## src/hdl/dct_pkg.sv

```systemverilog
// dual countdown timer controller: shared types, constants and edit helpers
// no dependencies; used by the interfaces and every module of the block
`timescale 1ns / 1ps

package dct_pkg;

    localparam int unsigned MINUTE_LIMIT = 30;
    localparam int unsigned MIN_W        = 5;
    localparam int unsigned SEC_W        = 6;
    localparam int unsigned CNT_W        = 8;
    localparam int unsigned FIFO_DEPTH   = 2;
    localparam int unsigned FIFO_PTR_W   = $clog2(FIFO_DEPTH);
    localparam int unsigned FIFO_CNT_W   = $clog2(FIFO_DEPTH + 1);

    localparam logic [MIN_W-1:0] MIN_MAX        = MIN_W'(MINUTE_LIMIT - 1);
    localparam logic [SEC_W-1:0] SEC_MAX        = SEC_W'(59);
    localparam logic [SEC_W-1:0] SEC_STEP       = SEC_W'(10);
    localparam logic [SEC_W-1:0] SEC_EDIT_TOP   = SEC_W'(50);
    localparam logic [CNT_W-1:0] DEBOUNCE_RESET = CNT_W'(20);

    typedef enum logic [1:0] {
        MODE_CHOOSE,
        MODE_EDIT,
        MODE_CONFIRM,
        MODE_ALARM
    } t_menu_mode;

    typedef enum logic [1:0] {
        FIELD_MIN_A,
        FIELD_SEC_A,
        FIELD_MIN_B,
        FIELD_SEC_B
    } t_field;

    typedef enum logic [1:0] {
        TONE_OFF,
        TONE_A,
        TONE_B
    } t_tone;

    // classified request handed from front to back
    typedef struct packed {
        logic is_tick;
        logic sel_ev;
        logic ent_ev;
    } t_cmd;

    typedef struct packed {
        logic             select_event;
        logic             enter_event;
        t_menu_mode       menu_mode;
        t_field           field_index;
        logic [MIN_W-1:0] minutes_a;
        logic [SEC_W-1:0] seconds_a;
        logic [MIN_W-1:0] minutes_b;
        logic [SEC_W-1:0] seconds_b;
        logic             running_a;
        logic             running_b;
        t_tone            tone;
        logic             tick_enable;
    } t_result;

    function automatic logic [MIN_W-1:0] edit_minutes(input logic [MIN_W-1:0] m,
                                                      input logic running);
        logic [MIN_W-1:0] res;
        if (m < MIN_MAX) begin
            res = m + MIN_W'(1);
        end else if (running) begin
            res = m;
        end else begin
            res = '0;
        end
        return res;
    endfunction

    function automatic logic [SEC_W-1:0] edit_seconds(input logic [SEC_W-1:0] s,
                                                      input logic running);
        logic [SEC_W-1:0] res;
        if (s < SEC_EDIT_TOP) begin
            res = s + SEC_STEP;
        end else if (running || s < SEC_MAX) begin
            res = SEC_MAX;
        end else begin
            res = '0;
        end
        return res;
    endfunction

endpackage

```

## src/hdl/dct_intf.sv

```systemverilog
// dual countdown timer controller: request, result and config channel interfaces
// depends on dct_pkg
`timescale 1ns / 1ps

interface dct_in_if;
    logic valid;
    logic ready;
    logic req_type;
    logic select_level;
    logic enter_level;

    modport source (output valid, output req_type, output select_level,
                    output enter_level, input ready);
    modport sink (input valid, input req_type, input select_level,
                  input enter_level, output ready);
endinterface

interface dct_out_if;
    logic                      valid;
    logic                      ready;
    logic                      select_event;
    logic                      enter_event;
    logic [1:0]                menu_mode;
    logic [1:0]                field_index;
    logic [dct_pkg::MIN_W-1:0] minutes_a;
    logic [dct_pkg::SEC_W-1:0] seconds_a;
    logic [dct_pkg::MIN_W-1:0] minutes_b;
    logic [dct_pkg::SEC_W-1:0] seconds_b;
    logic                      running_a;
    logic                      running_b;
    logic [1:0]                tone;
    logic                      tick_enable;

    modport source (output valid, output select_event, output enter_event,
                    output menu_mode, output field_index, output minutes_a,
                    output seconds_a, output minutes_b, output seconds_b,
                    output running_a, output running_b, output tone,
                    output tick_enable, input ready);
    modport sink (input valid, input select_event, input enter_event,
                  input menu_mode, input field_index, input minutes_a,
                  input seconds_a, input minutes_b, input seconds_b,
                  input running_a, input running_b, input tone,
                  input tick_enable, output ready);
endinterface

interface dct_cfg_if;
    logic                      valid;
    logic                      ready;
    logic [dct_pkg::CNT_W-1:0] debounce_threshold;

    modport source (output valid, output debounce_threshold, input ready);
    modport sink (input valid, input debounce_threshold, output ready);
endinterface

```

## src/hdl/dct_front.sv

```systemverilog
// dual countdown timer controller: front end, button debouncer and request classifier
// depends on dct_pkg and dct_intf; feeds dct_fifo
`timescale 1ns / 1ps

module dct_front (
    input  logic            i_clk,
    input  logic            i_rst_n,
    dct_in_if.sink          i_in,
    dct_cfg_if.sink         i_cfg,
    output logic            o_cmd_valid,
    output dct_pkg::t_cmd   o_cmd,
    input  logic            i_cmd_ready
);

    logic [dct_pkg::CNT_W-1:0] r_thr;
    logic                      r_sel_flag, r_ent_flag;
    logic [dct_pkg::CNT_W-1:0] r_sel_press, r_sel_rel, r_ent_press, r_ent_rel;

    logic                      n_sel_flag, n_ent_flag;
    logic [dct_pkg::CNT_W-1:0] n_sel_press, n_sel_rel, n_ent_press, n_ent_rel;
    logic [dct_pkg::CNT_W-1:0] sel_cnt, ent_cnt;
    logic                      ev_sel, ev_ent, sel_done;
    logic                      accept;

    assign i_cfg.ready = 1'b1;
    assign i_in.ready  = i_cmd_ready;
    assign o_cmd_valid = i_in.valid;
    assign accept      = i_in.valid && i_cmd_ready;

    always_comb begin
        n_sel_flag  = r_sel_flag;
        n_ent_flag  = r_ent_flag;
        n_sel_press = r_sel_press;
        n_sel_rel   = r_sel_rel;
        n_ent_press = r_ent_press;
        n_ent_rel   = r_ent_rel;
        ev_sel      = 1'b0;
        ev_ent      = 1'b0;
        sel_done    = 1'b0;
        sel_cnt     = '0;
        ent_cnt     = '0;
        // select first; an accepted select press skips enter for this sample
        if (!r_sel_flag) begin
            sel_cnt = i_in.select_level ? '0 : r_sel_press + dct_pkg::CNT_W'(1);
            if (sel_cnt > r_thr) begin
                n_sel_press = '0;
                n_sel_flag  = 1'b1;
                ev_sel      = 1'b1;
                ev_ent      = r_ent_flag;
                sel_done    = 1'b1;
            end else begin
                n_sel_press = sel_cnt;
            end
        end else begin
            sel_cnt = i_in.select_level ? r_sel_rel + dct_pkg::CNT_W'(1) : '0;
            if (sel_cnt > r_thr) begin
                n_sel_rel  = '0;
                n_sel_flag = 1'b0;
            end else begin
                n_sel_rel = sel_cnt;
            end
        end
        if (!sel_done) begin
            if (!r_ent_flag) begin
                ent_cnt = i_in.enter_level ? '0 : r_ent_press + dct_pkg::CNT_W'(1);
                if (ent_cnt > r_thr) begin
                    n_ent_press = '0;
                    n_ent_flag  = 1'b1;
                    ev_ent      = 1'b1;
                    ev_sel      = n_sel_flag;
                end else begin
                    n_ent_press = ent_cnt;
                end
            end else begin
                ent_cnt = i_in.enter_level ? r_ent_rel + dct_pkg::CNT_W'(1) : '0;
                if (ent_cnt > r_thr) begin
                    n_ent_rel  = '0;
                    n_ent_flag = 1'b0;
                end else begin
                    n_ent_rel = ent_cnt;
                end
            end
        end
    end

    always_comb begin
        o_cmd.is_tick = i_in.req_type;
        o_cmd.sel_ev  = !i_in.req_type && ev_sel;
        o_cmd.ent_ev  = !i_in.req_type && ev_ent;
    end

    always_ff @(posedge i_clk) begin
        if (!i_rst_n) begin
            r_thr       <= dct_pkg::DEBOUNCE_RESET;
            r_sel_flag  <= 1'b0;
            r_ent_flag  <= 1'b0;
            r_sel_press <= '0;
            r_sel_rel   <= '0;
            r_ent_press <= '0;
            r_ent_rel   <= '0;
        end else begin
            if (i_cfg.valid) begin
                r_thr <= i_cfg.debounce_threshold;
            end
            if (accept && !i_in.req_type) begin
                r_sel_flag  <= n_sel_flag;
                r_ent_flag  <= n_ent_flag;
                r_sel_press <= n_sel_press;
                r_sel_rel   <= n_sel_rel;
                r_ent_press <= n_ent_press;
                r_ent_rel   <= n_ent_rel;
            end
        end
    end

endmodule

```

## src/hdl/dct_fifo.sv

```systemverilog
// dual countdown timer controller: short request queue between front and back
// depends on dct_pkg
`timescale 1ns / 1ps

module dct_fifo (
    input  logic          i_clk,
    input  logic          i_rst_n,
    input  logic          i_push_valid,
    input  dct_pkg::t_cmd i_push_cmd,
    output logic          o_push_ready,
    output logic          o_pop_valid,
    output dct_pkg::t_cmd o_pop_cmd,
    input  logic          i_pop_ready
);

    dct_pkg::t_cmd                     r_mem [dct_pkg::FIFO_DEPTH];
    logic [dct_pkg::FIFO_PTR_W-1:0]    r_wptr, r_rptr;
    logic [dct_pkg::FIFO_CNT_W-1:0]    r_count;
    logic                              push, pop;

    assign o_push_ready = r_count < dct_pkg::FIFO_CNT_W'(dct_pkg::FIFO_DEPTH);
    assign o_pop_valid  = r_count != '0;
    assign o_pop_cmd    = r_mem[r_rptr];
    assign push         = i_push_valid && o_push_ready;
    assign pop          = o_pop_valid && i_pop_ready;

    always_ff @(posedge i_clk) begin
        if (push) begin
            r_mem[r_wptr] <= i_push_cmd;
        end
    end

    always_ff @(posedge i_clk) begin
        if (!i_rst_n) begin
            r_wptr  <= '0;
            r_rptr  <= '0;
            r_count <= '0;
        end else begin
            if (push) begin
                r_wptr <= (r_wptr == dct_pkg::FIFO_PTR_W'(dct_pkg::FIFO_DEPTH - 1))
                          ? '0 : r_wptr + dct_pkg::FIFO_PTR_W'(1);
            end
            if (pop) begin
                r_rptr <= (r_rptr == dct_pkg::FIFO_PTR_W'(dct_pkg::FIFO_DEPTH - 1))
                          ? '0 : r_rptr + dct_pkg::FIFO_PTR_W'(1);
            end
            case ({push, pop})
                2'b10:   r_count <= r_count + dct_pkg::FIFO_CNT_W'(1);
                2'b01:   r_count <= r_count - dct_pkg::FIFO_CNT_W'(1);
                default: r_count <= r_count;
            endcase
        end
    end

    a_count_bound: assert property (@(posedge i_clk) disable iff (!i_rst_n)
        r_count <= dct_pkg::FIFO_CNT_W'(dct_pkg::FIFO_DEPTH))
        else $error("queue count beyond depth");

endmodule

```

## src/hdl/dct_back.sv

```systemverilog
// dual countdown timer controller: back end, menu, countdown and result register
// depends on dct_pkg and dct_intf; drained from dct_fifo
`timescale 1ns / 1ps

module dct_back (
    input  logic          i_clk,
    input  logic          i_rst_n,
    input  logic          i_cmd_valid,
    input  dct_pkg::t_cmd i_cmd,
    output logic          o_cmd_ready,
    dct_out_if.source     o_out
);

    dct_pkg::t_menu_mode       r_mode, n_mode;
    dct_pkg::t_field           r_field, n_field;
    logic [dct_pkg::MIN_W-1:0] r_min_a, r_min_b, n_min_a, n_min_b;
    logic [dct_pkg::SEC_W-1:0] r_sec_a, r_sec_b, n_sec_a, n_sec_b;
    logic [1:0]                r_run, n_run;
    dct_pkg::t_tone            r_tone, n_tone;
    logic                      r_tick_en, n_tick_en;
    dct_pkg::t_result          r_res, n_res;
    logic                      r_out_valid;

    logic                      pop, press, tick_go, hit_a, hit_b;
    logic [dct_pkg::MIN_W-1:0] cd_min_a, cd_min_b;
    logic [dct_pkg::SEC_W-1:0] cd_sec_a, cd_sec_b;
    logic                      cd_zero_a, cd_zero_b;
    logic                      nz_a, nz_b;
    logic [1:0]                conf_run;

    assign o_cmd_ready = !r_out_valid || o_out.ready;
    assign pop         = i_cmd_valid && o_cmd_ready;
    assign press       = !i_cmd.is_tick && (i_cmd.sel_ev || i_cmd.ent_ev);
    assign tick_go     = i_cmd.is_tick && r_tick_en;
    assign nz_a        = (r_min_a != '0) || (r_sec_a != '0);
    assign nz_b        = (r_min_b != '0) || (r_sec_b != '0);

    // one second down per channel
    always_comb begin
        if (r_sec_a == '0 && r_min_a != '0) begin
            cd_min_a  = r_min_a - dct_pkg::MIN_W'(1);
            cd_sec_a  = dct_pkg::SEC_MAX;
            cd_zero_a = 1'b0;
        end else begin
            cd_min_a  = r_min_a;
            cd_sec_a  = (r_sec_a != '0) ? r_sec_a - dct_pkg::SEC_W'(1) : r_sec_a;
            cd_zero_a = (cd_sec_a == '0) && (r_min_a == '0);
        end
        if (r_sec_b == '0 && r_min_b != '0) begin
            cd_min_b  = r_min_b - dct_pkg::MIN_W'(1);
            cd_sec_b  = dct_pkg::SEC_MAX;
            cd_zero_b = 1'b0;
        end else begin
            cd_min_b  = r_min_b;
            cd_sec_b  = (r_sec_b != '0) ? r_sec_b - dct_pkg::SEC_W'(1) : r_sec_b;
            cd_zero_b = (cd_sec_b == '0) && (r_min_b == '0);
        end
    end

    assign hit_a = tick_go && r_run[0] && cd_zero_a;
    assign hit_b = tick_go && r_run[1] && cd_zero_b;

    // start/stop; the minute fields also link the other channel
    always_comb begin
        conf_run = r_run;
        unique case (r_field)
            dct_pkg::FIELD_MIN_A: begin
                conf_run[0] = nz_a && !r_run[0];
                conf_run[1] = nz_b && conf_run[0];
            end
            dct_pkg::FIELD_SEC_A: begin
                conf_run[0] = nz_a && !r_run[0];
            end
            dct_pkg::FIELD_MIN_B: begin
                conf_run[1] = nz_b && !r_run[1];
                conf_run[0] = nz_a && conf_run[1];
            end
            dct_pkg::FIELD_SEC_B: begin
                conf_run[1] = nz_b && !r_run[1];
            end
            default: conf_run = r_run;
        endcase
    end

    // menu mode next state
    always_comb begin
        n_mode = r_mode;
        if (i_cmd.is_tick) begin
            if (hit_a || hit_b) begin
                n_mode = dct_pkg::MODE_ALARM;
            end
        end else if (press) begin
            unique case (r_mode)
                dct_pkg::MODE_CHOOSE: begin
                    if (i_cmd.ent_ev) begin
                        n_mode = dct_pkg::MODE_EDIT;
                    end
                end
                dct_pkg::MODE_EDIT: begin
                    if (i_cmd.ent_ev) begin
                        n_mode = dct_pkg::MODE_CONFIRM;
                    end
                end
                dct_pkg::MODE_CONFIRM: n_mode = dct_pkg::MODE_CHOOSE;
                dct_pkg::MODE_ALARM:   n_mode = dct_pkg::MODE_CHOOSE;
                default:               n_mode = r_mode;
            endcase
        end
    end

    // timer datapath
    always_comb begin
        n_field   = r_field;
        n_min_a   = r_min_a;
        n_sec_a   = r_sec_a;
        n_min_b   = r_min_b;
        n_sec_b   = r_sec_b;
        n_run     = r_run;
        n_tone    = r_tone;
        n_tick_en = r_tick_en;
        if (tick_go) begin
            if (r_run[0]) begin
                n_min_a = cd_min_a;
                n_sec_a = cd_sec_a;
            end
            if (r_run[1]) begin
                n_min_b = cd_min_b;
                n_sec_b = cd_sec_b;
            end
            n_run = r_run & ~{hit_b, hit_a};
            if (hit_b) begin
                n_tone = dct_pkg::TONE_B;
            end else if (hit_a) begin
                n_tone = dct_pkg::TONE_A;
            end
            if (n_run == 2'b00) begin
                n_tick_en = 1'b0;
            end
        end else if (press) begin
            unique case (r_mode)
                dct_pkg::MODE_CHOOSE: begin
                    if (i_cmd.sel_ev) begin
                        n_field = dct_pkg::t_field'(r_field + 2'd1);
                    end
                end
                dct_pkg::MODE_EDIT: begin
                    if (i_cmd.sel_ev) begin
                        unique case (r_field)
                            dct_pkg::FIELD_MIN_A:
                                n_min_a = dct_pkg::edit_minutes(r_min_a, r_run[0]);
                            dct_pkg::FIELD_SEC_A:
                                n_sec_a = dct_pkg::edit_seconds(r_sec_a, r_run[0]);
                            dct_pkg::FIELD_MIN_B:
                                n_min_b = dct_pkg::edit_minutes(r_min_b, r_run[1]);
                            dct_pkg::FIELD_SEC_B:
                                n_sec_b = dct_pkg::edit_seconds(r_sec_b, r_run[1]);
                            default: n_min_a = r_min_a;
                        endcase
                    end
                end
                dct_pkg::MODE_CONFIRM: begin
                    if (i_cmd.ent_ev) begin
                        n_run     = conf_run;
                        n_tick_en = conf_run != 2'b00;
                    end
                end
                dct_pkg::MODE_ALARM: n_tone = dct_pkg::TONE_OFF;
                default:             n_tone = r_tone;
            endcase
        end
    end

    always_comb begin
        n_res.select_event = i_cmd.sel_ev;
        n_res.enter_event  = i_cmd.ent_ev;
        n_res.menu_mode    = n_mode;
        n_res.field_index  = n_field;
        n_res.minutes_a    = n_min_a;
        n_res.seconds_a    = n_sec_a;
        n_res.minutes_b    = n_min_b;
        n_res.seconds_b    = n_sec_b;
        n_res.running_a    = n_run[0];
        n_res.running_b    = n_run[1];
        n_res.tone         = n_tone;
        n_res.tick_enable  = n_tick_en;
    end

    always_ff @(posedge i_clk) begin
        if (!i_rst_n) begin
            r_mode      <= dct_pkg::MODE_CHOOSE;
            r_field     <= dct_pkg::FIELD_MIN_A;
            r_min_a     <= '0;
            r_sec_a     <= '0;
            r_min_b     <= '0;
            r_sec_b     <= '0;
            r_run       <= '0;
            r_tone      <= dct_pkg::TONE_OFF;
            r_tick_en   <= 1'b0;
            r_out_valid <= 1'b0;
        end else begin
            if (pop) begin
                r_mode      <= n_mode;
                r_field     <= n_field;
                r_min_a     <= n_min_a;
                r_sec_a     <= n_sec_a;
                r_min_b     <= n_min_b;
                r_sec_b     <= n_sec_b;
                r_run       <= n_run;
                r_tone      <= n_tone;
                r_tick_en   <= n_tick_en;
                r_out_valid <= 1'b1;
            end else if (o_out.ready) begin
                r_out_valid <= 1'b0;
            end
        end
    end

    always_ff @(posedge i_clk) begin
        if (pop) begin
            r_res <= n_res;
        end
    end

    assign o_out.valid        = r_out_valid;
    assign o_out.select_event = r_res.select_event;
    assign o_out.enter_event  = r_res.enter_event;
    assign o_out.menu_mode    = r_res.menu_mode;
    assign o_out.field_index  = r_res.field_index;
    assign o_out.minutes_a    = r_res.minutes_a;
    assign o_out.seconds_a    = r_res.seconds_a;
    assign o_out.minutes_b    = r_res.minutes_b;
    assign o_out.seconds_b    = r_res.seconds_b;
    assign o_out.running_a    = r_res.running_a;
    assign o_out.running_b    = r_res.running_b;
    assign o_out.tone         = r_res.tone;
    assign o_out.tick_enable  = r_res.tick_enable;

    a_tone_alarm: assert property (@(posedge i_clk) disable iff (!i_rst_n)
        (r_tone != dct_pkg::TONE_OFF) == (r_mode == dct_pkg::MODE_ALARM))
        else $error("tone and alarm mode disagree");

    a_tick_run: assert property (@(posedge i_clk) disable iff (!i_rst_n)
        r_tick_en == (r_run != 2'b00))
        else $error("tick enable out of step with run flags");

    a_time_range: assert property (@(posedge i_clk) disable iff (!i_rst_n)
        r_min_a <= dct_pkg::MIN_MAX && r_min_b <= dct_pkg::MIN_MAX &&
        r_sec_a <= dct_pkg::SEC_MAX && r_sec_b <= dct_pkg::SEC_MAX)
        else $error("time register out of range");

endmodule

```

## src/hdl/dual_countdown_timer_controller_unit.sv

```systemverilog
// dual countdown timer controller: top level joining front, queue and back
// depends on dct_pkg, dct_intf, dct_front, dct_fifo, dct_back
//
// channel   dir   handshake      contents
// i_in      in    valid/ready    req_type, select_level, enter_level
// i_cfg     in    valid/ready    debounce_threshold (always ready)
// o_out     out   valid/ready    events, mode, field, times, run flags, tone, tick enable
//
// one request per cycle sustained while o_out is ready; a taken request goes into a
// two-entry queue, and the back pops it and loads its result into the result register
// reset is synchronous and active low; no clearing pass
// a stalled result holds the back, the queue then fills and drops i_in.ready
`timescale 1ns / 1ps

module dual_countdown_timer_controller_unit (
    input  logic      i_clk,
    input  logic      i_rst_n,
    dct_in_if.sink    i_in,
    dct_cfg_if.sink   i_cfg,
    dct_out_if.source o_out
);

    logic          front_valid, front_ready;
    dct_pkg::t_cmd front_cmd;
    logic          back_valid, back_ready;
    dct_pkg::t_cmd back_cmd;

    dct_front u_front (
        .i_clk       (i_clk),
        .i_rst_n     (i_rst_n),
        .i_in        (i_in),
        .i_cfg       (i_cfg),
        .o_cmd_valid (front_valid),
        .o_cmd       (front_cmd),
        .i_cmd_ready (front_ready)
    );

    dct_fifo u_fifo (
        .i_clk        (i_clk),
        .i_rst_n      (i_rst_n),
        .i_push_valid (front_valid),
        .i_push_cmd   (front_cmd),
        .o_push_ready (front_ready),
        .o_pop_valid  (back_valid),
        .o_pop_cmd    (back_cmd),
        .i_pop_ready  (back_ready)
    );

    dct_back u_back (
        .i_clk       (i_clk),
        .i_rst_n     (i_rst_n),
        .i_cmd_valid (back_valid),
        .i_cmd       (back_cmd),
        .o_cmd_ready (back_ready),
        .o_out       (o_out)
    );

endmodule

```

## src/flat_wrapper.sv

```systemverilog
// flat-port wrapper written by rule: the top's interface ports become plain ports
module dual_countdown_timer_controller_unit_flat 
  (i_clk, i_rst_n, i_in_valid, i_in_req_type, i_in_select_level, i_in_enter_level, i_in_ready, i_cfg_valid, i_cfg_debounce_threshold, i_cfg_ready, o_out_valid, o_out_select_event, o_out_enter_event, o_out_menu_mode, o_out_field_index, o_out_minutes_a, o_out_seconds_a, o_out_minutes_b, o_out_seconds_b, o_out_running_a, o_out_running_b, o_out_tone, o_out_tick_enable, o_out_ready);
  dct_in_if i_in_i ();
  dct_cfg_if i_cfg_i ();
  dct_out_if o_out_i ();
  input  logic i_clk;
  input  logic i_rst_n;
  input wire logic [$bits(i_in_i.valid)-1:0] i_in_valid;
  input wire logic [$bits(i_in_i.req_type)-1:0] i_in_req_type;
  input wire logic [$bits(i_in_i.select_level)-1:0] i_in_select_level;
  input wire logic [$bits(i_in_i.enter_level)-1:0] i_in_enter_level;
  output wire logic [$bits(i_in_i.ready)-1:0] i_in_ready;
  input wire logic [$bits(i_cfg_i.valid)-1:0] i_cfg_valid;
  input wire logic [$bits(i_cfg_i.debounce_threshold)-1:0] i_cfg_debounce_threshold;
  output wire logic [$bits(i_cfg_i.ready)-1:0] i_cfg_ready;
  output wire logic [$bits(o_out_i.valid)-1:0] o_out_valid;
  output wire logic [$bits(o_out_i.select_event)-1:0] o_out_select_event;
  output wire logic [$bits(o_out_i.enter_event)-1:0] o_out_enter_event;
  output wire logic [$bits(o_out_i.menu_mode)-1:0] o_out_menu_mode;
  output wire logic [$bits(o_out_i.field_index)-1:0] o_out_field_index;
  output wire logic [$bits(o_out_i.minutes_a)-1:0] o_out_minutes_a;
  output wire logic [$bits(o_out_i.seconds_a)-1:0] o_out_seconds_a;
  output wire logic [$bits(o_out_i.minutes_b)-1:0] o_out_minutes_b;
  output wire logic [$bits(o_out_i.seconds_b)-1:0] o_out_seconds_b;
  output wire logic [$bits(o_out_i.running_a)-1:0] o_out_running_a;
  output wire logic [$bits(o_out_i.running_b)-1:0] o_out_running_b;
  output wire logic [$bits(o_out_i.tone)-1:0] o_out_tone;
  output wire logic [$bits(o_out_i.tick_enable)-1:0] o_out_tick_enable;
  input wire logic [$bits(o_out_i.ready)-1:0] o_out_ready;
  assign i_in_i.valid = i_in_valid;
  assign i_in_i.req_type = i_in_req_type;
  assign i_in_i.select_level = i_in_select_level;
  assign i_in_i.enter_level = i_in_enter_level;
  assign i_in_ready = i_in_i.ready;
  assign i_cfg_i.valid = i_cfg_valid;
  assign i_cfg_i.debounce_threshold = i_cfg_debounce_threshold;
  assign i_cfg_ready = i_cfg_i.ready;
  assign o_out_valid = o_out_i.valid;
  assign o_out_select_event = o_out_i.select_event;
  assign o_out_enter_event = o_out_i.enter_event;
  assign o_out_menu_mode = o_out_i.menu_mode;
  assign o_out_field_index = o_out_i.field_index;
  assign o_out_minutes_a = o_out_i.minutes_a;
  assign o_out_seconds_a = o_out_i.seconds_a;
  assign o_out_minutes_b = o_out_i.minutes_b;
  assign o_out_seconds_b = o_out_i.seconds_b;
  assign o_out_running_a = o_out_i.running_a;
  assign o_out_running_b = o_out_i.running_b;
  assign o_out_tone = o_out_i.tone;
  assign o_out_tick_enable = o_out_i.tick_enable;
  assign o_out_i.ready = o_out_ready;
  dual_countdown_timer_controller_unit u_core (.i_clk(i_clk), .i_rst_n(i_rst_n), .i_in(i_in_i), .i_cfg(i_cfg_i), .o_out(o_out_i));
endmodule
```

## config.mk

```make
export PLATFORM = sky130hd
export DESIGN_NAME = dual_countdown_timer_controller_unit_flat
export DESIGN_NICKNAME = d
export VERILOG_FILES = /design/src/hdl/dct_pkg.sv /design/src/hdl/dct_intf.sv /design/src/hdl/dct_front.sv /design/src/hdl/dct_fifo.sv /design/src/hdl/dct_back.sv /design/src/hdl/dual_countdown_timer_controller_unit.sv /design/src/flat_wrapper.sv
export SDC_FILE = /design/constraint.sdc
export NUM_CORES = 1
export LEC_CHECK = 0
export ABC_AREA = 1
export BUFFER_PORTS_ARGS = -buffer_cell sky130_fd_sc_hd__clkbuf_2
export CAP_MARGIN = 5
export CORE_MARGIN = 2
export CORE_UTILIZATION = 31
export CTS_CLUSTER_DIAMETER = 200
export DETAILED_ROUTE_END_ITERATION = 12
export GPL_ROUTABILITY_DRIVEN = 0
export SLEW_MARGIN = 10
export SYNTH_ARGS = -nofsm -noshare
export SYNTH_HDL_FRONTEND = slang
export SYNTH_SLANG_ARGS = --single-unit
```

## constraint.sdc

```tcl
create_clock -name i_clk -period 4.3 [get_ports i_clk]
set_input_delay 0.86 -clock i_clk [delete_from_list [all_inputs] [get_ports i_clk]]
set_output_delay 0.86 -clock i_clk [all_outputs]
set_load 0.01 [all_outputs]
```

======== After elaboration in Yosys (flattened, before gate mapping) ========
Memory sizes are Yosys's and may differ from the RTL's. A register that Yosys moved wholly into a read port is not among the register bits.
Cells that the tools add are included.
Widths: inputs -> output; s select.
word-level totals
  memories kept ........................... 1
  output and inout port bits .............. 36
  input port bits ......................... 16
  bits in writable memories ............... 6
  bits in registers ....................... 111
memories
  memory               depth  bits a word  read ports  clocked after memory_dff  wr ports  RTL line        RTL
  u_core.u_fifo.r_mem  2      3            1           1                         1         dct_fifo.sv:16  dct_pkg::t_cmd r_mem [dct_pkg::FIFO_DEPTH];
operators by class
  add/subtract/negate cells ............... 17
  $lt $le $gt $ge ......................... 11
  bitwise gates (word level) .............. 5
  equal/unequal tests ..................... 8
  reductions and logical operators ........ 56
  muxes and demuxes ....................... 98
operators by type and width
  operator             count
  $mux 6               20
  $mux 5               18
  $mux 8               8
  $mux 2               18
  $add 8x1->8 const B  4
  $gt 8x8->1           4
  $mux 1               30
  $logic_not 6->1      4
  $lt 6x6->1 const B   4
  $logic_and 1x1->1    19
  $add 6x4->6 const B  2
  $reduce_bool 6->1    2
  $sub 6x1->6 const B  2
  $add 5x1->5 const B  2
  $eq 2x2->1 const B   5
  $logic_not 5->1      2
  $lt 5x5->1 const B   2
  $reduce_bool 5->1    2
  $sub 5x1->5 const B  2
  $reduce_bool 2->1    4
  $logic_or 1x1->1     7
  $eq 2x1->1 const B   3
  $logic_not 2->1      3
  $pmux 2 s3           1
  13 further kinds     27

======== Logic depth before layout (Yosys ltp) ========
  depth after elaboration ................. 11
  depth in mapped cells ................... 17
  gate-level depth less buffers ........... 17

======== Modules after synthesis ========
Synthesis repeated with hierarchy kept, for this count alone.
unflattened totals
  cell total of the unflattened synthesis .. 1128
  area total of the unflattened synthesis .. 7958.9 um2
modules (own cells, without submodules)
  module     area an instance (um2)  times used  sequential area each (um2)  cells each
  dct_back   4271.6                  1           1631.6                      583
  dct_front  3218.1                  1           840.8                       502
  dct_fifo   469.2                   1           280.3                       43

======== Worst setup path after synthesis ========
Ideal clock, no wire load.
  kind .................................... in2reg
  start point ............................. in o_out_ready
  end point ............................... reg u_core.u_fifo.r_count[1] in the netlist's numbering
  slack ................................... 1046 ps
  arrival ................................. 3184 ps
  path buffers ............................ 1
  stages .................................. 9
  library setup time ...................... 70 ps
  path through ............................ nor2_1 -> a21oi_1 -> clkbuf_1 -> ha_1 -> inv_1 -> nand2_1 -> nor2_1 -> o21ai_0 -> a21oi_1
between the ends
  longest elaborated chain between the ends .. 4
  elaborated cells between the ends (all ways) .. 6
  those cells by class .................... eq/ne: 2; mux: 1; reduce/logical: 3
RTL lines
  item                                                    RTL line            RTL
  start: declaration                                      flat_wrapper.sv:30  input wire logic [$bits(o_out_i.ready)-1:0] o_out_ready;
  $logic_or 1x1->1 (*)                                    dct_back.sv:31      assign o_cmd_ready = !r_out_valid || o_out.ready;
  $logic_and 1x1->1 (*)                                   n/a
  net u_core.u_back.pop                                   dct_back.sv:24      logic pop, press, tick_go, hit_a, hit_b;
  $eq 2x1->1 / $eq 2x2->1 (equally long branches)         dct_fifo.sv:47      case ({push, pop})
  $pmux 2 s2 / $reduce_bool 2->1 (equally long branches)  n/a
  end signal: assignment                                  dct_fifo.sv:48      2'b10: r_count <= r_count + dct_pkg::FIFO_CNT_W'(1);
  end signal: assignment                                  dct_fifo.sv:49      2'b01: r_count <= r_count - dct_pkg::FIFO_CNT_W'(1);
  end signal: assignment                                  dct_fifo.sv:50      default: r_count <= r_count;
  end: declaration                                        dct_fifo.sv:18      logic [dct_pkg::FIFO_CNT_W-1:0] r_count;
The timed path passes the listed nets; every way through them passes the cells marked *.
A chain may end at the register's enable or synchronous reset.

======== Worst setup path after layout ========
  start point ............................. in i_in_select_level
  end point ............................... reg u_core.u_front.r_ent_press[0] in the netlist's numbering
between the ends
  longest elaborated chain between the ends .. 6
RTL lines
  item                        RTL line            RTL
  start: declaration          flat_wrapper.sv:11  input wire logic [$bits(i_in_i.select_level)-1:0] i_in_select_level;
  $mux 8                      dct_front.sv:44     sel_cnt = i_in.select_level ? '0 : r_sel_press + dct_pkg::CNT_W'(1);
  $gt 8x8->1                  dct_front.sv:45     if (sel_cnt > r_thr) begin
  $mux 1                      dct_front.sv:45
  $mux 1                      dct_front.sv:43     if (!r_sel_flag) begin
  $not 1->1 (no line)         n/a
  $reduce_and 3->1 (no line)  n/a
  end signal: assignment      dct_front.sv:110    r_ent_press <= n_ent_press;
  end: declaration            dct_front.sv:17     logic [dct_pkg::CNT_W-1:0] r_sel_press, r_sel_rel, r_ent_press, r_ent_rel;
Every way passes these cells.

==> results_dict.tcl <==
set metrics [dict create \
    ctsResizeCount 0 \
    seqCellArea_um2 2750 \
    dieWidth_um 162 \
    nFillCells 2548 \
    syn_area_um2 7770 \
    clockBufferDepth 2 \
    fin_cells 1475 \
    leakagePower_uw 0.00414 \
    cp.arrival_ns 3.13 \
    fp.coreArea_um2 24500 \
    endpoint_kind "flip-flop" \
    ys_seq_area_share_pct 35.4 \
    htree_levels 4 \
    tightest_slew_ns 0.760 \
    clkTransAtPathRegs_ns 0.06 \
    fin_nets 1209 \
    post_synth.cell_area_avg_um2 7.10 \
    num_rows 57 \
    multi_input_area_um2 4280 \
    die_area_um2 26400 \
    cp-startpoint "i_in_select_level" \
    ys.flop_type "dfxtp_1" \
    vdd_drop_max_v 0.000327 \
    ys_seq_elements 118 \
    ys_top_cells_by_area "dfxtp_1 20%, edfxtp_1 15%, nand2_1 10%" \
    rsz0062_at_grt "false" \
    min_period_ns 2.84 \
    holdPathStages 1 \
    powerDensity_nw_per_um2 717 \
    start_kind "input pin" \
    layout_common_cells "216 x nand2_1, 145 x inv_1, 133 x a21oi_1" \
    synthArstFlopShare_pct 0 \
    first_pass_iters 5 \
    numPlacedInstances 1443 \
    drt_iter0_markers 441 \
    avgRoutedWirePerCell_um 12.8 \
    crit_path_max_fanout 16 \
    hold_viol_final 0 \
    design.portCount 52 \
    placed_area_um2 8330 \
    area_delta_synth_final_pct 15.2 \
    postCtsHoldBufs 0 \
    wirelength_um 18900 \
    reg2reg_from "u_core.u_front.r_sel_rel[0]$_SDFFE_PN0P_" \
    reg2reg_to "u_core.u_fifo.r_mem[0][1]$_DFFE_PP_" \
    setup_viol 0 \
    layout-drive-gt1-share_pct 12.7 \
    yosysWarnings 0 \
    clock_latency_ns 0.43 \
    first_global_vias 6640 \
    synth.distinct_cells 46 \
    grt_usage_pct 14.9 \
    numCtsBuffers 17 \
    hold_class "flip-flop to flip-flop" \
    antenna_found_initial 0 \
    syn-num-nets 1166 \
    yosysTopAreaCellShare_pct 20.3 \
    cts_tree "yes" \
    port_buffers 50 \
    cts.sink_count 118 \
    finalMaxSlewViolations 0 \
    max-cap-violations 0 \
    stdcell_area_um2 8960 \
    vias 7028 \
    clockRootBuffer "clkbuf_16" \
    power.total_uw 6420 \
    required_ns 4.59 \
    yosysTopAreaCell "dfxtp_1" \
    vias_per_cell 4.76 \
    worstSetupPathType "input pin to flip-flop" \
    gr-total-overflow 0 \
    syn_inst 1095 \
    worst_slew_margin_rel_pct 49.2 \
    dp_hpwl_um 13200 \
    grt_first_pass_wirelength_um 31500 \
    outcome "finished, final reports clean" \
    finalCritPeriodShare_pct 66.1 \
    fmax_ghz 0.352 \
    synth_edf_count 39 \
    start_util_pct 31.8 \
    r2r_cells 14 \
    dieHeight_um 162 \
    fin_skew_ns 0.0109 \
    postLayoutSetupSlackWorst_ns 1.46 \
    route.detailed.drc 0 \
    final_common_cell "nand2_1" \
    grt_max_degree 54 \
    pre_cts_ws_ns 1.10 \
    ff2ff_setup_slack_ns 1.46 \
    insertedDiodeCount 0 \
    antenna_left 0 \
    crit_end "u_core.u_front.r_ent_press[0]$_SDFFE_PN0P_" \
    postCtsSetupBuffers 0 \
    finalSetupTns_ns 0 \
]
## critical path, stage by stage
cell and delay [ns]:
clkbuf_2 0.16, inv_1 0.25, o21ai_0 0.15, a21oi_1 0.22, ha_1 0.28, nand2_1 0.10, o21ai_1 0.08, nand2_1 0.07
o211ai_1 0.12, nand3_1 0.23, nand3_2 0.33, o21ai_1 0.22, nor2_1 0.05
## final cells by class
type | count | share of cell area, %
Clock buffer | 21 | 5.38
Clock inverter | 11 | 1.62
Inverter | 160 | 6.70
Multi-Input combinational cell | 786 | 47.8
Sequential cell | 118 | 30.7
Tap cell | 324 | 4.53
Timing Repair Buffer | 55 | 3.21
## metrics by stage
| step | hold WS [ns] | utilization, % |
|---|---|---|
| 6_report | 0.450 | 36.6 |
| 5_1_grt | 0.491 | 36.6 |
| 4_1_cts | 0.454 | 36.6 |
| 3_5_place_dp | 0.446 | 34.1 |
| 3_3_place_gp | 0.439 | 34.1 |
| 2_1_floorplan | 0.425 | - |
## cells by family after synthesis
| kind of cell | Yosys count | synth area share (%) |
|---|---|---|
| and+or+nand+nor | 447 | 25.6 |
| buffers and inverters | 191 | 9.64 |
| other | 1 | 0.0482 |
| AOI/OAI and AO/OA | 272 | 19.0 |
| DFF | 118 | 35.4 |
| adders and majority gates | 55 | 8.85 |
| xor gates and xnor gates | 11 | 1.43 |
## how the worst min path moves through the flow
stage,endpoint,slack (ns),from
after global routing,u_core.u_fifo.r_rptr$_SDFFE_PN0P_,0.49,u_core.u_fifo.r_rptr$_SDFFE_PN0P_
final,flip-flop,0.45,u_core.u_fifo.r_rptr$_SDFFE_PN0P_
after detailed placement,flip-flop,0.45,u_core.u_fifo.r_rptr$_SDFFE_PN0P_
after floorplan,flip-flop,0.43,u_core.u_fifo.r_rptr$_SDFFE_PN0P_
after CTS,flip-flop,0.45,u_core.u_fifo.r_rptr$_SDFFE_PN0P_
after global placement,u_core.u_fifo.r_rptr$_SDFFE_PN0P_,0.44,u_core.u_fifo.r_rptr$_SDFFE_PN0P_
## sequential cells by signal (all words and copies together) (netlist names), 8 cells and up, named ones only
signal / count
u_core.u_front.r_sel_rel: 8
u_core.u_front.r_sel_press: 8
u_core.u_front.r_thr: 8
u_core.u_front.r_ent_rel: 8
u_core.u_front.r_ent_press: 8
## synth_stat cells, types with 2 or more instances
cell / number
nor3_1: 14
buf_2: 8
inv_2: 12
nor2_4: 6
nand3_4: 2
clkinv_1: 3
nand3_1: 59
xor2_2: 2
o31ai_1: 2
dfxtp_1: 79
o211ai_2: 3
buf_1: 2
edfxtp_1: 39
a21oi_1: 134
a21oi_2: 3
nor2_2: 6
o21ai_2: 5
nor3b_1: 2
o211ai_1: 10
nor2_1: 110
ha_1: 55
inv_1: 145
nand2_1: 216
buf_4: 2
nand2_2: 10
buf_6: 2
nand3_2: 3
xor2_1: 9
clkbuf_1: 17
o21ai_0: 74
and3_1: 3
or2_2: 3
o21ai_1: 33
nand4_1: 10
## power breakdown
group          total, µW  switching (µW)  internal (µW)
Clock               1520             542            975
Sequential          1970             333           1640
Combinational       2930            1960            972
## per-layer routing
| metal | share of wire [%] | GRT usage (%) | up-vias |
|---|---|---|---|
| met3 | 4.6 | 2.93 | 25 |
| li1 | - | - | 3707 |
| met5 | 0 | 0 | - |
| met4 | 1.4 | 5.27 | 0 |
| met2 | 49 | 25.6 | 155 |
| met1 | 45 | 18.5 | 3141 |
(Power assumes the default switching activity.)
